==> src/rtl/tshm_pkg.sv <==
// Shared types, constants and helper functions of the two-stage hotkey matcher.
`timescale 1ns / 1ps

package tshm_pkg;

    // Default number of hotkey table entries.
    localparam int TABLE_DEPTH = 16;

    // Field widths.
    localparam int KEY_W  = 8;
    localparam int MODS_W = 4;
    localparam int HNDL_W = 8;
    localparam int REG_W  = 16;
    localparam int IDX_W  = 3;

    // Register values after reset.
    localparam logic [REG_W-1:0] SHIFT_CODES_RST  = 16'd15922;
    localparam logic [REG_W-1:0] CTRL_CODES_RST   = 16'd26917;
    localparam logic [REG_W-1:0] ALT_CODES_RST    = 16'd27712;
    localparam logic [REG_W-1:0] META_CODES_RST   = 16'd34437;
    localparam logic [REG_W-1:0] INSERT_CODES_RST = 16'd23158;
    localparam logic [REG_W-1:0] WAIT_TICKS_RST   = 16'd500;

    // Register indexes on the configuration port.
    typedef enum logic [IDX_W-1:0] {
        CFG_SHIFT  = 3'd0,
        CFG_CTRL   = 3'd1,
        CFG_ALT    = 3'd2,
        CFG_META   = 3'd3,
        CFG_INSERT = 3'd4,
        CFG_WAIT   = 3'd5
    } cfg_idx_t;

    // Request kinds.
    typedef enum logic [1:0] {
        REQ_PRESS   = 2'd0,
        REQ_RELEASE = 2'd1,
        REQ_TICK    = 2'd2,
        REQ_APPEND  = 2'd3
    } req_t;

    // Modifier bit positions.
    localparam logic [MODS_W-1:0] MOD_SHIFT = 4'b0001;
    localparam logic [MODS_W-1:0] MOD_CTRL  = 4'b0010;
    localparam logic [MODS_W-1:0] MOD_ALT   = 4'b0100;
    localparam logic [MODS_W-1:0] MOD_META  = 4'b1000;

    // One hotkey table entry.
    typedef struct packed {
        logic [KEY_W-1:0]  key;
        logic [KEY_W-1:0]  key2;
        logic [MODS_W-1:0] mods;
        logic [HNDL_W-1:0] handle;
    } entry_t;

    // Search request that walks down the row of table cells.
    typedef struct packed {
        logic              vld;
        logic              found;
        logic [KEY_W-1:0]  key;
        logic [MODS_W-1:0] mods;
        logic [KEY_W-1:0]  key2;
        logic [HNDL_W-1:0] handle;
    } query_t;

    // True when the key equals either byte of a left/right code pair.
    function automatic logic code_is(input logic [REG_W-1:0] pair,
                                     input logic [KEY_W-1:0] key);
        code_is = (key == pair[KEY_W-1:0]) || (key == pair[REG_W-1:KEY_W]);
    endfunction

    // Modifier bit of a key; shift wins over ctrl over alt over meta.
    function automatic logic [MODS_W-1:0] mod_bit(input logic [KEY_W-1:0] key,
                                                  input logic [REG_W-1:0] sh,
                                                  input logic [REG_W-1:0] ct,
                                                  input logic [REG_W-1:0] al,
                                                  input logic [REG_W-1:0] me);
        logic [MODS_W-1:0] bits;
        bits = '0;
        priority if (code_is(sh, key)) begin
            bits = MOD_SHIFT;
        end else if (code_is(ct, key)) begin
            bits = MOD_CTRL;
        end else if (code_is(al, key)) begin
            bits = MOD_ALT;
        end else if (code_is(me, key)) begin
            bits = MOD_META;
        end else begin
            bits = '0;
        end
        mod_bit = bits;
    endfunction

endpackage

==> src/rtl/tshm_cell.sv <==
// One hotkey table cell: holds an entry and passes the search request on to the next cell.
`timescale 1ns / 1ps

module tshm_cell #(
    parameter int CNT_W = 5,
    parameter int IDX   = 0
) (
    input  logic              aclk,
    input  logic              aresetn,
    input  logic [CNT_W-1:0]  count,
    input  logic              wr_en,
    input  tshm_pkg::entry_t  wr_data,
    input  tshm_pkg::query_t  q_in,
    output tshm_pkg::query_t  q_out
);

    tshm_pkg::entry_t entry_reg;
    tshm_pkg::query_t q_reg;
    tshm_pkg::query_t q_next;
    logic             hit;

    // The entry only takes part once the fill count has passed this cell.
    assign hit = (count > CNT_W'(IDX)) && (entry_reg.key == q_in.key)
                 && (entry_reg.mods == q_in.mods);

    always_comb begin
        q_next = q_in;
        if (q_in.vld && !q_in.found && hit) begin
            q_next.found  = 1'b1;
            q_next.key2   = entry_reg.key2;
            q_next.handle = entry_reg.handle;
        end
    end

    always_ff @(posedge aclk) begin
        if (wr_en) begin
            entry_reg <= wr_data;
        end
    end

    always_ff @(posedge aclk) begin
        if (!aresetn) begin
            q_reg.vld <= 1'b0;
        end else begin
            q_reg.vld <= q_next.vld;
        end
        q_reg.found  <= q_next.found;
        q_reg.key    <= q_next.key;
        q_reg.mods   <= q_next.mods;
        q_reg.key2   <= q_next.key2;
        q_reg.handle <= q_next.handle;
    end

    assign q_out = q_reg;

endmodule

==> src/rtl/two_stage_hotkey_matcher.sv <==
// Top level of the two-stage hotkey matcher: control, modifier tracking, wait timer and cell row.
`timescale 1ns / 1ps

// The matcher takes one request at a time: key presses, key releases, timer ticks
// and table appends, and returns exactly one result for each. Releases, ticks,
// appends, modifier presses and presses that complete a pending two-key wait go
// from evaluation straight to the done state. Any other press walks the table:
// the search request moves through a row of TABLE_DEPTH cells, one cell per cycle,
// and its result is taken once the request leaves the last cell. A new request is
// accepted as soon as the previous result has been loaded into the output
// register, even while that result still waits for m_ready. Configuration writes
// take effect at once and are meant to be issued only while the block is idle.
// The hotkey table itself is not cleared by reset; the entry count decides which
// cells take part in a search.
module two_stage_hotkey_matcher #(
    parameter int TABLE_DEPTH = tshm_pkg::TABLE_DEPTH
) (
    input  logic                         aclk,
    input  logic                         aresetn,

    // Configuration write port.
    input  logic                         cfg_we,
    input  logic [tshm_pkg::IDX_W-1:0]   cfg_index,
    input  logic [tshm_pkg::REG_W-1:0]   cfg_wdata,

    // Request channel.
    input  logic                         s_valid,
    output logic                         s_ready,
    input  logic [1:0]                   s_req_type,
    input  logic [tshm_pkg::KEY_W-1:0]   s_key_code,
    input  logic [tshm_pkg::KEY_W-1:0]   s_entry_key,
    input  logic [tshm_pkg::KEY_W-1:0]   s_entry_second_key,
    input  logic [tshm_pkg::MODS_W-1:0]  s_entry_modifiers,
    input  logic [tshm_pkg::HNDL_W-1:0]  s_entry_handle,

    // Result channel.
    output logic                         m_valid,
    input  logic                         m_ready,
    output logic                         m_activated,
    output logic [tshm_pkg::HNDL_W-1:0]  m_active_handle,
    output logic                         m_matched,
    output logic                         m_awaiting_second,
    output logic                         m_table_full
);

    localparam int CNT_W = $clog2(TABLE_DEPTH + 1);

    // Control states, one-hot.
    typedef enum logic [3:0] {
        ST_IDLE = 4'b0001,
        ST_EVAL = 4'b0010,
        ST_SCAN = 4'b0100,
        ST_DONE = 4'b1000
    } state_t;

    state_t state_reg, state_next;

    // Configuration registers.
    logic [tshm_pkg::REG_W-1:0] shift_codes_reg, ctrl_codes_reg, alt_codes_reg;
    logic [tshm_pkg::REG_W-1:0] meta_codes_reg, insert_codes_reg, wait_ticks_reg;

    // The accepted request.
    logic [1:0]                  req_reg;
    logic [tshm_pkg::KEY_W-1:0]  key_reg;
    tshm_pkg::entry_t            ent_reg;

    // Matcher state.
    logic [tshm_pkg::MODS_W-1:0] held_reg, held_next;
    logic [CNT_W-1:0]            count_reg, count_next;
    logic                        wait_armed_reg, wait_armed_next;
    logic [tshm_pkg::KEY_W-1:0]  wait_key2_reg, wait_key2_next;
    logic [tshm_pkg::MODS_W-1:0] wait_mods_reg, wait_mods_next;
    logic [tshm_pkg::HNDL_W-1:0] wait_handle_reg, wait_handle_next;
    logic [tshm_pkg::REG_W-1:0]  wait_timer_reg, wait_timer_next;

    // Result being assembled.
    logic                        res_act_reg, res_act_next;
    logic [tshm_pkg::HNDL_W-1:0] res_handle_reg, res_handle_next;
    logic                        res_matched_reg, res_matched_next;
    logic                        res_full_reg, res_full_next;

    // Output register.
    logic                        m_valid_reg, m_valid_next;
    logic                        out_act_reg;
    logic [tshm_pkg::HNDL_W-1:0] out_handle_reg;
    logic                        out_matched_reg, out_awaiting_reg, out_full_reg;
    logic                        out_load;

    // Request decode.
    logic [tshm_pkg::MODS_W-1:0] mb;
    logic [tshm_pkg::KEY_W-1:0]  key_mapped;
    logic                        wait_hit;
    logic                        accept;
    logic                        append_ok;

    // Cell row.
    tshm_pkg::query_t            q_head;
    tshm_pkg::query_t            q [TABLE_DEPTH+1];
    logic [TABLE_DEPTH-1:0]      cell_we;

    assign accept = s_valid && s_ready;
    assign s_ready = (state_reg == ST_IDLE);

    // Configuration writes. Indexes beyond the register list are ignored.
    always_ff @(posedge aclk) begin
        if (!aresetn) begin
            shift_codes_reg  <= tshm_pkg::SHIFT_CODES_RST;
            ctrl_codes_reg   <= tshm_pkg::CTRL_CODES_RST;
            alt_codes_reg    <= tshm_pkg::ALT_CODES_RST;
            meta_codes_reg   <= tshm_pkg::META_CODES_RST;
            insert_codes_reg <= tshm_pkg::INSERT_CODES_RST;
            wait_ticks_reg   <= tshm_pkg::WAIT_TICKS_RST;
        end else if (cfg_we) begin
            unique case (tshm_pkg::cfg_idx_t'(cfg_index))
                tshm_pkg::CFG_SHIFT:  shift_codes_reg  <= cfg_wdata;
                tshm_pkg::CFG_CTRL:   ctrl_codes_reg   <= cfg_wdata;
                tshm_pkg::CFG_ALT:    alt_codes_reg    <= cfg_wdata;
                tshm_pkg::CFG_META:   meta_codes_reg   <= cfg_wdata;
                tshm_pkg::CFG_INSERT: insert_codes_reg <= cfg_wdata;
                tshm_pkg::CFG_WAIT:   wait_ticks_reg   <= cfg_wdata;
                default: ;
            endcase
        end
    end

    // The accepted request is held for the whole of its processing.
    always_ff @(posedge aclk) begin
        if (accept) begin
            req_reg        <= s_req_type;
            key_reg        <= s_key_code;
            ent_reg.key    <= s_entry_key;
            ent_reg.key2   <= s_entry_second_key;
            ent_reg.mods   <= s_entry_modifiers;
            ent_reg.handle <= s_entry_handle;
        end
    end

    // The modifier lookup uses the raw keycode; keypad insert is folded into
    // insert only for matching.
    assign mb = tshm_pkg::mod_bit(key_reg, shift_codes_reg, ctrl_codes_reg,
                                  alt_codes_reg, meta_codes_reg);
    assign key_mapped = (key_reg == insert_codes_reg[tshm_pkg::REG_W-1:tshm_pkg::KEY_W])
                        ? insert_codes_reg[tshm_pkg::KEY_W-1:0] : key_reg;
    assign wait_hit = wait_armed_reg && (wait_key2_reg == key_mapped)
                      && (wait_mods_reg == held_reg);
    assign append_ok = (ent_reg.key != '0) && (count_reg < CNT_W'(TABLE_DEPTH));

    // The search request enters the first cell only when a non-modifier press
    // has missed the pending wait.
    always_comb begin
        q_head        = '0;
        q_head.vld    = (state_reg == ST_EVAL)
                        && (tshm_pkg::req_t'(req_reg) == tshm_pkg::REQ_PRESS)
                        && (mb == '0) && !wait_hit;
        q_head.key    = key_mapped;
        q_head.mods   = held_reg;
    end

    assign q[0] = q_head;

    // A new entry goes into the cell that the fill count points at.
    always_comb begin
        for (int i = 0; i < TABLE_DEPTH; i++) begin
            cell_we[i] = (state_reg == ST_EVAL)
                         && (tshm_pkg::req_t'(req_reg) == tshm_pkg::REQ_APPEND)
                         && append_ok && (count_reg == CNT_W'(i));
        end
    end

    generate
        for (genvar g = 0; g < TABLE_DEPTH; g++) begin : g_cell
            tshm_cell #(
                .CNT_W (CNT_W),
                .IDX   (g)
            ) u_cell (
                .aclk    (aclk),
                .aresetn (aresetn),
                .count   (count_reg),
                .wr_en   (cell_we[g]),
                .wr_data (ent_reg),
                .q_in    (q[g]),
                .q_out   (q[g+1])
            );
        end
    endgenerate

    // Main control: each request is evaluated once, a table search waits for
    // the request to leave the last cell, and the result is then loaded into
    // the output register as soon as that register is free.
    always_comb begin
        state_next       = state_reg;
        held_next        = held_reg;
        count_next       = count_reg;
        wait_armed_next  = wait_armed_reg;
        wait_key2_next   = wait_key2_reg;
        wait_mods_next   = wait_mods_reg;
        wait_handle_next = wait_handle_reg;
        wait_timer_next  = wait_timer_reg;
        res_act_next     = res_act_reg;
        res_handle_next  = res_handle_reg;
        res_matched_next = res_matched_reg;
        res_full_next    = res_full_reg;
        out_load         = 1'b0;

        unique case (state_reg)
            ST_IDLE: begin
                if (accept) begin
                    state_next = ST_EVAL;
                end
            end
            ST_EVAL: begin
                res_act_next     = 1'b0;
                res_handle_next  = '0;
                res_matched_next = 1'b0;
                res_full_next    = 1'b0;
                state_next       = ST_DONE;
                unique case (tshm_pkg::req_t'(req_reg))
                    tshm_pkg::REQ_PRESS: begin
                        if (mb != '0) begin
                            held_next = held_reg | mb;
                        end else begin
                            // Any ordinary press cancels the pending wait.
                            wait_armed_next = 1'b0;
                            if (wait_hit) begin
                                res_act_next     = 1'b1;
                                res_handle_next  = wait_handle_reg;
                                res_matched_next = 1'b1;
                            end else begin
                                state_next = ST_SCAN;
                            end
                        end
                    end
                    tshm_pkg::REQ_RELEASE: begin
                        held_next = held_reg & ~mb;
                    end
                    tshm_pkg::REQ_TICK: begin
                        if (wait_armed_reg) begin
                            if (wait_timer_reg <= tshm_pkg::REG_W'(1)) begin
                                wait_timer_next = '0;
                                wait_armed_next = 1'b0;
                            end else begin
                                wait_timer_next = wait_timer_reg - tshm_pkg::REG_W'(1);
                            end
                        end
                    end
                    tshm_pkg::REQ_APPEND: begin
                        if (ent_reg.key != '0) begin
                            if (append_ok) begin
                                count_next = count_reg + CNT_W'(1);
                            end else begin
                                res_full_next = 1'b1;
                            end
                        end
                    end
                    default: ;
                endcase
            end
            ST_SCAN: begin
                if (q[TABLE_DEPTH].vld) begin
                    state_next = ST_DONE;
                    if (q[TABLE_DEPTH].found) begin
                        res_matched_next = 1'b1;
                        if (q[TABLE_DEPTH].key2 == '0) begin
                            res_act_next    = 1'b1;
                            res_handle_next = q[TABLE_DEPTH].handle;
                        end else begin
                            // A two-key entry arms a fresh wait of full length.
                            wait_armed_next  = 1'b1;
                            wait_key2_next   = q[TABLE_DEPTH].key2;
                            wait_mods_next   = q[TABLE_DEPTH].mods;
                            wait_handle_next = q[TABLE_DEPTH].handle;
                            wait_timer_next  = wait_ticks_reg;
                        end
                    end
                end
            end
            ST_DONE: begin
                if (!m_valid_reg || m_ready) begin
                    out_load   = 1'b1;
                    state_next = ST_IDLE;
                end
            end
            default: begin
                state_next = ST_IDLE;
            end
        endcase
    end

    always_comb begin
        m_valid_next = m_valid_reg;
        if (m_valid_reg && m_ready) begin
            m_valid_next = 1'b0;
        end
        if (out_load) begin
            m_valid_next = 1'b1;
        end
    end

    always_ff @(posedge aclk) begin
        if (!aresetn) begin
            state_reg       <= ST_IDLE;
            held_reg        <= '0;
            count_reg       <= '0;
            wait_armed_reg  <= 1'b0;
            wait_key2_reg   <= '0;
            wait_mods_reg   <= '0;
            wait_handle_reg <= '0;
            wait_timer_reg  <= '0;
            m_valid_reg     <= 1'b0;
        end else begin
            state_reg       <= state_next;
            held_reg        <= held_next;
            count_reg       <= count_next;
            wait_armed_reg  <= wait_armed_next;
            wait_key2_reg   <= wait_key2_next;
            wait_mods_reg   <= wait_mods_next;
            wait_handle_reg <= wait_handle_next;
            wait_timer_reg  <= wait_timer_next;
            m_valid_reg     <= m_valid_next;
        end
    end

    always_ff @(posedge aclk) begin
        res_act_reg     <= res_act_next;
        res_handle_reg  <= res_handle_next;
        res_matched_reg <= res_matched_next;
        res_full_reg    <= res_full_next;
        // The wait flag is final by the time the result is loaded.
        if (out_load) begin
            out_act_reg      <= res_act_reg;
            out_handle_reg   <= res_handle_reg;
            out_matched_reg  <= res_matched_reg;
            out_awaiting_reg <= wait_armed_reg;
            out_full_reg     <= res_full_reg;
        end
    end

    assign m_valid           = m_valid_reg;
    assign m_activated       = out_act_reg;
    assign m_active_handle   = out_handle_reg;
    assign m_matched         = out_matched_reg;
    assign m_awaiting_second = out_awaiting_reg;
    assign m_table_full      = out_full_reg;

endmodule

==> config.mk <==
export PLATFORM = sky130hd
export DESIGN_NAME = two_stage_hotkey_matcher
export DESIGN_NICKNAME = d
export VERILOG_FILES = /design/src/rtl/tshm_pkg.sv /design/src/rtl/tshm_cell.sv /design/src/rtl/two_stage_hotkey_matcher.sv
export SDC_FILE = /design/constraint.sdc
export NUM_CORES = 1
export LEC_CHECK = 0
export BUFFER_PORTS_ARGS = -buffer_cell sky130_fd_sc_hd__buf_2
export CAP_MARGIN = 20
export CORE_ASPECT_RATIO = 0.75
export CORE_UTILIZATION = 55
export DETAILED_ROUTE_END_ITERATION = 7
export PLACE_DENSITY = 0.81
export SYNTH_ARGS = -nofsm -noshare
export SYNTH_HDL_FRONTEND = slang
export SYNTH_HIERARCHICAL = 1
export SYNTH_SLANG_ARGS = --single-unit
==> constraint.sdc <==
create_clock -name aclk -period 11.2 [get_ports aclk]
set_input_delay 0.56 -clock aclk [delete_from_list [all_inputs] [get_ports aclk]]
set_output_delay 0.56 -clock aclk [all_outputs]
set_load 0.005 [all_outputs]
After elaboration in Yosys (flattened, before gate mapping) --
Index checks and enable logic that the tools add are counted.
Operators by class: $add $sub $neg 2, $lt $le $gt $ge 18, eq/ne operators 81, mux-type cells 67, bitwise logic cells 4, reductions and logical operators 136
Operators by type and width (number):
- 16-bit two-way mux | 21
- 8-bit == test | 26
- 1-bit logical AND | 89
- 4-bit == test | 17
- 8-bit two-way mux | 7
- 4-bit two-way mux | 11
- 5-bit by 4-bit == test with 1-bit output (second input constant) | 8
- 5-bit by 4-bit > comparator with 1-bit output (second input constant) | 8
- 16-bit case mux with 2 select lines | 1
- 5-bit by 3-bit == test with 1-bit output (second input constant) | 4
- 5-bit by 3-bit > comparator with 1-bit output (second input constant) | 4
- 1-bit two-way mux | 20
- 1-bit zero test | 17
- 16-bit by 1-bit less-or-equal comparator with 1-bit output (second input constant) | 1
- 4-bit case mux with 4 select lines | 1
- 8-bit case mux with 2 select lines | 1
- 16-bit by 1-bit subtractor with 16-bit output (second input constant) | 1
- 2-bit AND reduction | 7
- 4-bit AND reduction | 3
- 6-bit AND reduction | 2
- 5-bit by 2-bit == test with 1-bit output (second input constant) | 2
- 5-bit by 1-bit > comparator with 1-bit output (second input constant) | 2
- 5-bit by 2-bit > comparator with 1-bit output (second input constant) | 2
- 2-bit by 1-bit != test with 1-bit output (second input constant) | 5
- other kinds (31) | 48
Storage, ports and cells: flip-flop bits (word level) 1128, input bits 62, output and inout bits 14

Depth between registers and ports, before layout --
Gate-level depths: netlist of run 1.
depth in word-level cells 11, depth in mapped cells 13, gate-level depth less buffers 10

Hierarchy --
The synthesis of run 1 kept the hierarchy.
Modules (own cells, without submodules):
- two_stage_hotkey_matcher | times used 1, cells each 1025, area each 9137.5 um^2, sequential area each 4774.6 um^2
- tshm_cell at g_cell[4].u_cell ... | times used 2, cells each 98, area each 1881.8 um^2, sequential area each 1441.4 um^2
- tshm_cell at g_cell[2].u_cell ... | times used 2, cells each 96, area each 1873.0 um^2, sequential area each 1441.4 um^2
- tshm_cell at g_cell[1].u_cell | times used 1, cells each 95, area each 1865.5 um^2, sequential area each 1441.4 um^2
- tshm_cell at g_cell[0].u_cell | times used 1, cells each 96, area each 1864.3 um^2, sequential area each 1441.4 um^2
- tshm_cell at g_cell[5].u_cell | times used 1, cells each 95, area each 1859.3 um^2, sequential area each 1441.4 um^2
- tshm_cell at g_cell[8].u_cell | times used 1, cells each 96, area each 1854.3 um^2, sequential area each 1441.4 um^2
- tshm_cell at g_cell[15].u_cell | times used 1, cells each 95, area each 1845.5 um^2, sequential area each 1441.4 um^2
- tshm_cell at g_cell[10].u_cell | times used 1, cells each 97, area each 1843.0 um^2, sequential area each 1441.4 um^2
- tshm_cell at g_cell[14].u_cell | times used 1, cells each 96, area each 1835.5 um^2, sequential area each 1441.4 um^2
- tshm_cell at g_cell[3].u_cell | times used 1, cells each 95, area each 1835.5 um^2, sequential area each 1441.4 um^2
- tshm_cell at g_cell[7].u_cell | times used 1, cells each 95, area each 1834.3 um^2, sequential area each 1441.4 um^2
- tshm_cell at g_cell[13].u_cell | times used 1, cells each 96, area each 1833.0 um^2, sequential area each 1441.4 um^2
- tshm_cell at g_cell[11].u_cell | times used 1, cells each 95, area each 1829.3 um^2, sequential area each 1441.4 um^2
- tshm_cell at g_cell[12].u_cell | times used 1, cells each 96, area each 1813.0 um^2, sequential area each 1441.4 um^2

Worst setup path after synthesis of run 1 --
No wires, ideal clock.
path kind reg-to-reg, from reg state_reg[0], to reg g_cell[3].u_cell/entry_reg[0] (netlist bit) (enable), arrival time 3631 ps, data required time 10752 ps, path slack 7121 ps, cell stages (with the launch flop) 8, clock period less this slack 4079 ps, cell sequence dfxtp_1 > or4b_2 > clkbuf_1 > inv_1 > and3_1 > buf_2 > nand2_1 > nor3_1
Between the ends: longest elaborated chain between the ends 4
RTL lines:
- start: declaration | line two_stage_hotkey_matcher.sv:56 | state_t state_reg, state_next;
- start signal: assignment | line two_stage_hotkey_matcher.sv:311 | state_reg <= state_next;
- 4-bit by 2-bit == test with 1-bit output | line two_stage_hotkey_matcher.sv:164 | cell_we[i] = (state_reg == ST_EVAL)
- 1-bit logical AND | line two_stage_hotkey_matcher.sv:165 | && (tshm_pkg::req_t'(req_reg) == tshm_pkg::REQ_APPEND)
- 1-bit logical AND (2 in a row) | line two_stage_hotkey_matcher.sv:166 | && append_ok && (count_reg == CNT_W'(i));
- named net cell_we[3] | line two_stage_hotkey_matcher.sv:99 | logic [TABLE_DEPTH-1:0] cell_we;
- end signal: assignment | line tshm_cell.sv:37 | entry_reg <= wr_data;
- end: declaration | line tshm_cell.sv:17 | tshm_pkg::entry_t entry_reg;
The timed path passes the listed nets, and every way through them passes these cells. A chain may end at the register's enable or synchronous reset.

==> metrics.md, run 1 <==
| Metric | Value |
|---|---|
| Post-Synthesis Cells | `2,552` |
| Post-CTS resize count | `0` |
| Layout fillers | `roughly 4,800` |
| Placed cell area | `between 40,000 and 50,000 µm²` |
| Final hold violation count | `0` |
| Global Route Usage Sum | `between 20% and 30%` |
| CTS tree | `yes` |
| Relative slew slack | `roughly 23%` |
| Slew Limit Fails | `0` |
| First-pass GRT wire length | `125 mm` |
| Max frequency | `around 0.23 GHz` |
| HP Class | `primary input to register` |
| Ys Warns | `6` |
| Max Cap Violations | `0` |
| Outcome | `finished, final reports clean` |
| M3 GR Usage | `5.71%` |
| Area growth, synth to finish | `12.1%` |
| Hold_buf cts | `0` |
| Final Util | `between 60% and 70%` |
| Pwr Density | `188 nW/µm²` |
| Post-route ant nets | `0` |
| H-tree depth | `3` |
| Max reg flops | `472` |
| Crit path largest cell delay | `0.82 ns` |
| Share of cells above drive strength 1 | `21.2%` |
| Die Wd | `308 µm` |
| Fin nets | `between 2,000 and 3,000` |
| DR pass1 iterations | `6` |
| Die Y | `231 µm` |
| Worst skew pair latency | `roughly 0.66 ns` |
| Gr ovfl total | `0` |
| IO Pins | `between 70 and 80` |
| Routed wire length per instance | `22.1 µm` |
| TNS Setup | `0 ns` |
| Initial antenna violation count | `0` |
| Final setup viols | `0` |
| Critical path's slowest cell | `edfxtp_1` |
| Worst-path maximum fanout | `17` |
| Overall routed net length | `82.2 mm` |
| Post-Syn Area | `38,600 µm²` |
| GR Util met1 | `33.1%` |
| Largest net degree at the start of global routing | `100` |
| Root Buffer | `clkbuf_16` |
| Die ar. | `71,300 µm²` |
| Least-Margin Pin Slew | `1.16 ns` |
| WP data arrival | `5.02 ns` |
| Clock slew at reported path FFs | `0.07 ns` |
| Most used cell, CP | `nand4_1` |
| Routability cong. | `a little over 0.9` |
| Leakage Power | `~16 nW` |
| RSZ-0062 raised after global routing | `false` |
| Via/cell ratio | `5.49` |
| WP buf/inv | `1` |
| Core Area | `69,000 µm²` |
| Top delay family on crit path | `simple AND/OR/NAND/NOR gates` |
| Power Total | `between 0.008 and 0.009 W` |
| Crit path cell chain | `xnor2_1 > nand4_1 > or2_1 > o21a_1 > o2111ai_1 > and3_1 > nor2b_1 > nand4_1 > nor4_4 > buf_4 > mux2_2` |
| Via Count | `slightly above 20,000` |
| Syn avg cell area | `approximately 15 µm²` |
| Post-Layout Inst Area | `between 40,000 and 50,000 µm²` |
| WS Path Type | `register to register` |
| Crit path capture type | `register` |
| VDD IR-drop max | `around 0.00015 V` |
| Required @ worst endpoint | `between 10 and 15 ns` |
| CTS Buf Count | `between 90 and 100` |
| 1st-iter DRT viols | `between 1,500 and 2,000` |
| Post-CTS setup buffers | `0` |
| CTS Sinks | `1,128` |
| CP startpoint kind | `register` |
| Period utilization | `roughly two fifths` |
| Detailed placer's ending HPWL | `between 50 and 60 mm` |
| Initial core utilization | `between 50 and 60%` |
| Num rows | `83` |
| M2 GR Usage | `35.2%` |
| Port Buffer Count | `75` |
| Skew final | `0.0279 ns` |
| Layer with the highest usage | `met2` |
| Worst-case clock buffer depth | `3` |
| Post-layout min period | `between 4 and 5 ns` |
| DRC viols | `0` |
| Vias in the first global route | `20,693` |
## power breakdown
| group | internal [W] | switching (W) | leakage [nW] | total, W |
|---|---|---|---|---|
| registers | 0.00442 | 0.000129 | 9.75 | 0.00455 |
| clock network | 0.00189 | 0.00146 | 1.57 | 0.00335 |
| logic | 0.000108 | 0.000111 | 4.99 | 0.000219 |
## metal layers
metal,vias to the layer above,routed length [µm]
li1,9329,-
met1,10260,37300
met2,714,36800
met3,132,6140
met4,0,1990
met5,-,0
## layout by cell type (no fill, tap or decap), types with 29 or more instances in the layout
cell and instances:
nor3_1 31, nand2_1 275, dfxtp_1 619, mux2_2 125, clkbuf_16 101, nor2_1 40
buf_2 75, edfxtp_1 509, buf_4 29, xor2_1 194, a21oi_1 92, xnor2_1 87
nand3_1 52, clkbuf_1 34, mux2_4 135
## path summary, 6_finish.rpt
check,startpoint,cells after the start,slack [ns],endpoint
hold reg to reg,g_cell[8].u_cell/q_out[16],0,0.36,g_cell[9].u_cell/q_out[16]
hold / removal,s_entry_second_key[5],1,0.07,ent_reg[17]
setup reg to reg,key_reg[4],11,6.78,g_cell[0].u_cell/q_out[5]
setup / recovery,key_reg[4],11,6.78,g_cell[0].u_cell/q_out[5]
## per-stage QoR
| stage | hold WS, ns | setup WS [ns] | std cells |
|---|---|---|---|
| final | 0.0727 | 6.78 | 3719 |
| after global routing | 0.0470 | 6.56 | 3718 |
| after CTS | 0.0399 | 6.84 | 3716 |
| after detailed placement | 0.354 | 6.88 | 3530 |
| after global placement | 0.352 | 6.98 | 3530 |
| after floorplan | 0.344 | 7.12 | 2569 |
## layout make-up
type                    instances  area (µm²)  share of cell area, %
flip-flops and latches       1128       27700                   63.9
diodes                          1        2.50                0.00578
multi-input cells            1350       10600                   24.4
clock inverters                40         397                  0.916
inverters                      14        52.6                  0.121
repair buffers                105         621                   1.43
clock buffers                 146        2810                   6.48
well taps                     935        1170                   2.70
(Power assumes the default switching activity.)
==> run 2: changes to the inputs <==
==> constraint.sdc (replaced) <==
create_clock -name aclk -period 4.4 [get_ports aclk]
set_input_delay 0.22 -clock aclk [delete_from_list [all_inputs] [get_ports aclk]]
set_output_delay 0.22 -clock aclk [all_outputs]
set_load 0.005 [all_outputs]
==> run 2 against run 1 <==
- final area increased by 2.0%
- sequential cell count unchanged
- clock skew is 0.0028 ns lower
- global-route usage is 0.58 points higher
- largest cell class unchanged
- combinational power rose to 2.8 times the previous value
- core utilization increased by 1.3 points
- register-to-register slack worse by 6.3 ns
- via count grew 1.3%
- clock power increased to 2.7 times the previous value
- critical path type unchanged
==> metrics.md, run 2 (same netlist as run 1, synthesis figures left out) <==
| Metric | Value |
|---|---|
| Reg2reg path depth | `12 (+1)` |
| Initial antenna violation count | `2 (+2)` |
| 1st-iter DRT viols | `1,947 (+2.9%)` |
| IO Pins | `76 (unchanged)` |
| Routability cong. | `0.893 (-2.6%)` |
| Detailed placer's ending HPWL | `53.0 mm (+2.0%)` |
| Most common cell after layout, fill and taps aside | `dfxtp_1` |
| RSZ-0062 raised after global routing | `false` |
| Area growth, synth to finish | `14.4%` |
| Largest net degree at the start of global routing | `52 (-48%)` |
| Max reg flops | `472 (unchanged)` |
| Placed cell area | `40,100 µm² (+0.15%)` |
| Global Route Usage Sum | `23.9% (+0.58 points)` |
| Critical path's slowest cell | `edfxtp_1` |
| Hold Crit Depth | `2 (+1)` |
| Post-layout min period | `3.97 ns (-0.453 ns)` |
| Least-Margin Pin Slew | `1.10 ns (-0.0645 ns)` |
| VDD IR-drop max | `0.000442 V (+190%)` |
| Relative slew slack | `26.7% (+4.0 points)` |
| TNS Setup | `0 ns (unchanged)` |
| Vias in the first global route | `21,107 (+2.0%)` |
| Via/cell ratio | `5.48 (-0.34%)` |
| Required @ worst endpoint | `4.99 ns (-6.81 ns)` |
| Worst-case clock buffer depth | `3 (unchanged)` |
| Clock power share | `42.8% (+1.6 points)` |
| Routed wire length per instance | `22.2 µm (+0.34%)` |
| Slew Limit Fails | `0 (unchanged)` |
| WP data arrival | `4.56 ns (-0.46 ns)` |
| Final hold violation count | `0 (unchanged)` |
| Post-Layout Inst Area | `44,100 µm² (+2.0%)` |
| Period utilization | `90.2% (+51 points)` |
| Commonest cells after routing, fill and taps aside | `619 x dfxtp_1, 509 x edfxtp_1, 275 x nand2_1` |
| Die Y | `231 µm (unchanged)` |
| First-pass GRT wire length | `128 mm (+2.7%)` |
| Int Pwr | `0.0169 W (+160%)` |
| Overall routed net length | `83.9 mm (+2.0%)` |
| Initial core utilization | `56.0% (unchanged)` |
| Switch share | `20.8% (-0.14 points)` |
| Port Buffer Count | `75 (unchanged)` |
| Gr ovfl total | `0 (unchanged)` |
| Max Cap Violations | `0 (unchanged)` |
| CP startpoint kind | `register` |
| DR pass1 iterations | `5 (-1)` |
| CTS Buf Count | `98 (unchanged)` |
| CTS Sinks | `1,128 (unchanged)` |
| Worst-path maximum fanout | `17 (unchanged)` |
| Clock slew at reported path FFs | `0.07 ns (about the same)` |
| Worst skew pair latency | `0.67 ns (about the same)` |
| Crit path cell chain | `xnor2_1 > nand4_1 > or2_1 > o21a_1 > o2111ai_1 > buf_4 > and3_1 > nor2b_1 > nand4_1 > nor4_4 > buf_4 > mux2_2` |
| Root Buffer | `clkbuf_16` |
| HP Class | `primary input to register` |
| Share of cells above drive strength 1 | `21.3% (+0.17 points)` |
| Num rows | `83 (unchanged)` |
| CTS tree | `yes` |
| Final setup viols | `0 (unchanged)` |
| Crit path capture type | `register` |
| FF+latch area | `27,700 µm² (unchanged)` |
| Max frequency | `0.252 GHz (+11%)` |
| Pwr Density | `482 nW/µm² (+160%)` |
| Core Area | `69,000 µm² (unchanged)` |
| Crit path largest cell delay | `0.93 ns (+0.11 ns)` |
| Skew final | `0.0252 ns (-0.00275 ns)` |
| Crit path depth | `12 (+1)` |
| Layout fillers | `4,760 (-1.5%)` |
| Power Total | `0.0213 W (+160%)` |
| H-tree depth | `3 (unchanged)` |
| Via Count | `20,704 (+1.3%)` |
| WS Path Type | `register to register` |
| Outcome | `finished, final reports clean` |
| Die ar. | `71,300 µm² (unchanged)` |
| Die Wd | `308 µm (unchanged)` |
| Post-route ant nets | `0 (unchanged)` |
| Top delay family on crit path | `simple AND/OR/NAND/NOR gates` |
| Area occupied by multi-input gates | `10,600 µm² (unchanged)` |
| Gate power share | `2.9% (+0.2 points)` |
| Net Switching | `0.00443 W (+160%)` |
| WP buf/inv | `2 (+1)` |
| Seq pwr share | `54.4% (-1.7 points)` |
| Leakage Power | `16.7 nW (+2.4%)` |
| DRC viols | `0 (unchanged)` |
| Fin nets | `2,828 (+2.2%)` |
## run 2: path summary, 6_finish.rpt
check	startpoint	end	slack (ns)
setup / recovery	key_reg[2]	g_cell[0].u_cell/q_out[1]	0.43
hold / removal	aresetn	g_cell[5].u_cell/q_out[29]	0.15
setup reg to reg	key_reg[2]	g_cell[0].u_cell/q_out[1]	0.43
hold reg to reg	g_cell[4].u_cell/q_out[21]	g_cell[5].u_cell/q_out[21]	0.36
## run 2: cell type report
cell class              instances  area share (%)
clock buffers                 137            6.59
inverters                      14           0.119
multi-input cells            1350            23.9
well taps                     935            2.65
repair buffers                167            2.73
diodes                          1         0.00567
flip-flops and latches       1128            62.7
clock inverters                49            1.29
## run 2: through the flow
step / instances / setup WS, ns / util [%] / hold WS (ns)
detailed placement: 3538 / 0.539 / 58.2 / 0.356
global placement: 3538 / 0.652 / 58.2 / 0.352
global route: 3780 / 0.225 / 64.0 / 0.124
floorplan: 2569 / 0.321 / - / 0.319
finish: 3781 / 0.431 / 64.0 / 0.146
CTS: 3780 / 0.500 / 64.0 / 0.102
## run 2: repair_timing
item,CTS,global route
hold buffers,56,0
gates resized for setup,0,0
setup buffers,0,0
endpoints found under the hold margin,136,0
## run 2: layer usage
metal	wire, µm	track usage, %
met5	0	0
met4	2120	7.70
met3	6080	5.06
met2	37300	36.0
met1	38400	34.5
## run 2: power groups by stage
stage                     logic [W]  registers, W  clock network (W)
after global routing       0.000657        0.0116            0.00965
after detailed placement   0.000559        0.0118                  0
after global placement     0.000544        0.0118                  0
final                      0.000611        0.0116            0.00911
after floorplan            0.000405        0.0116                  0
after CTS                  0.000606        0.0116            0.00923
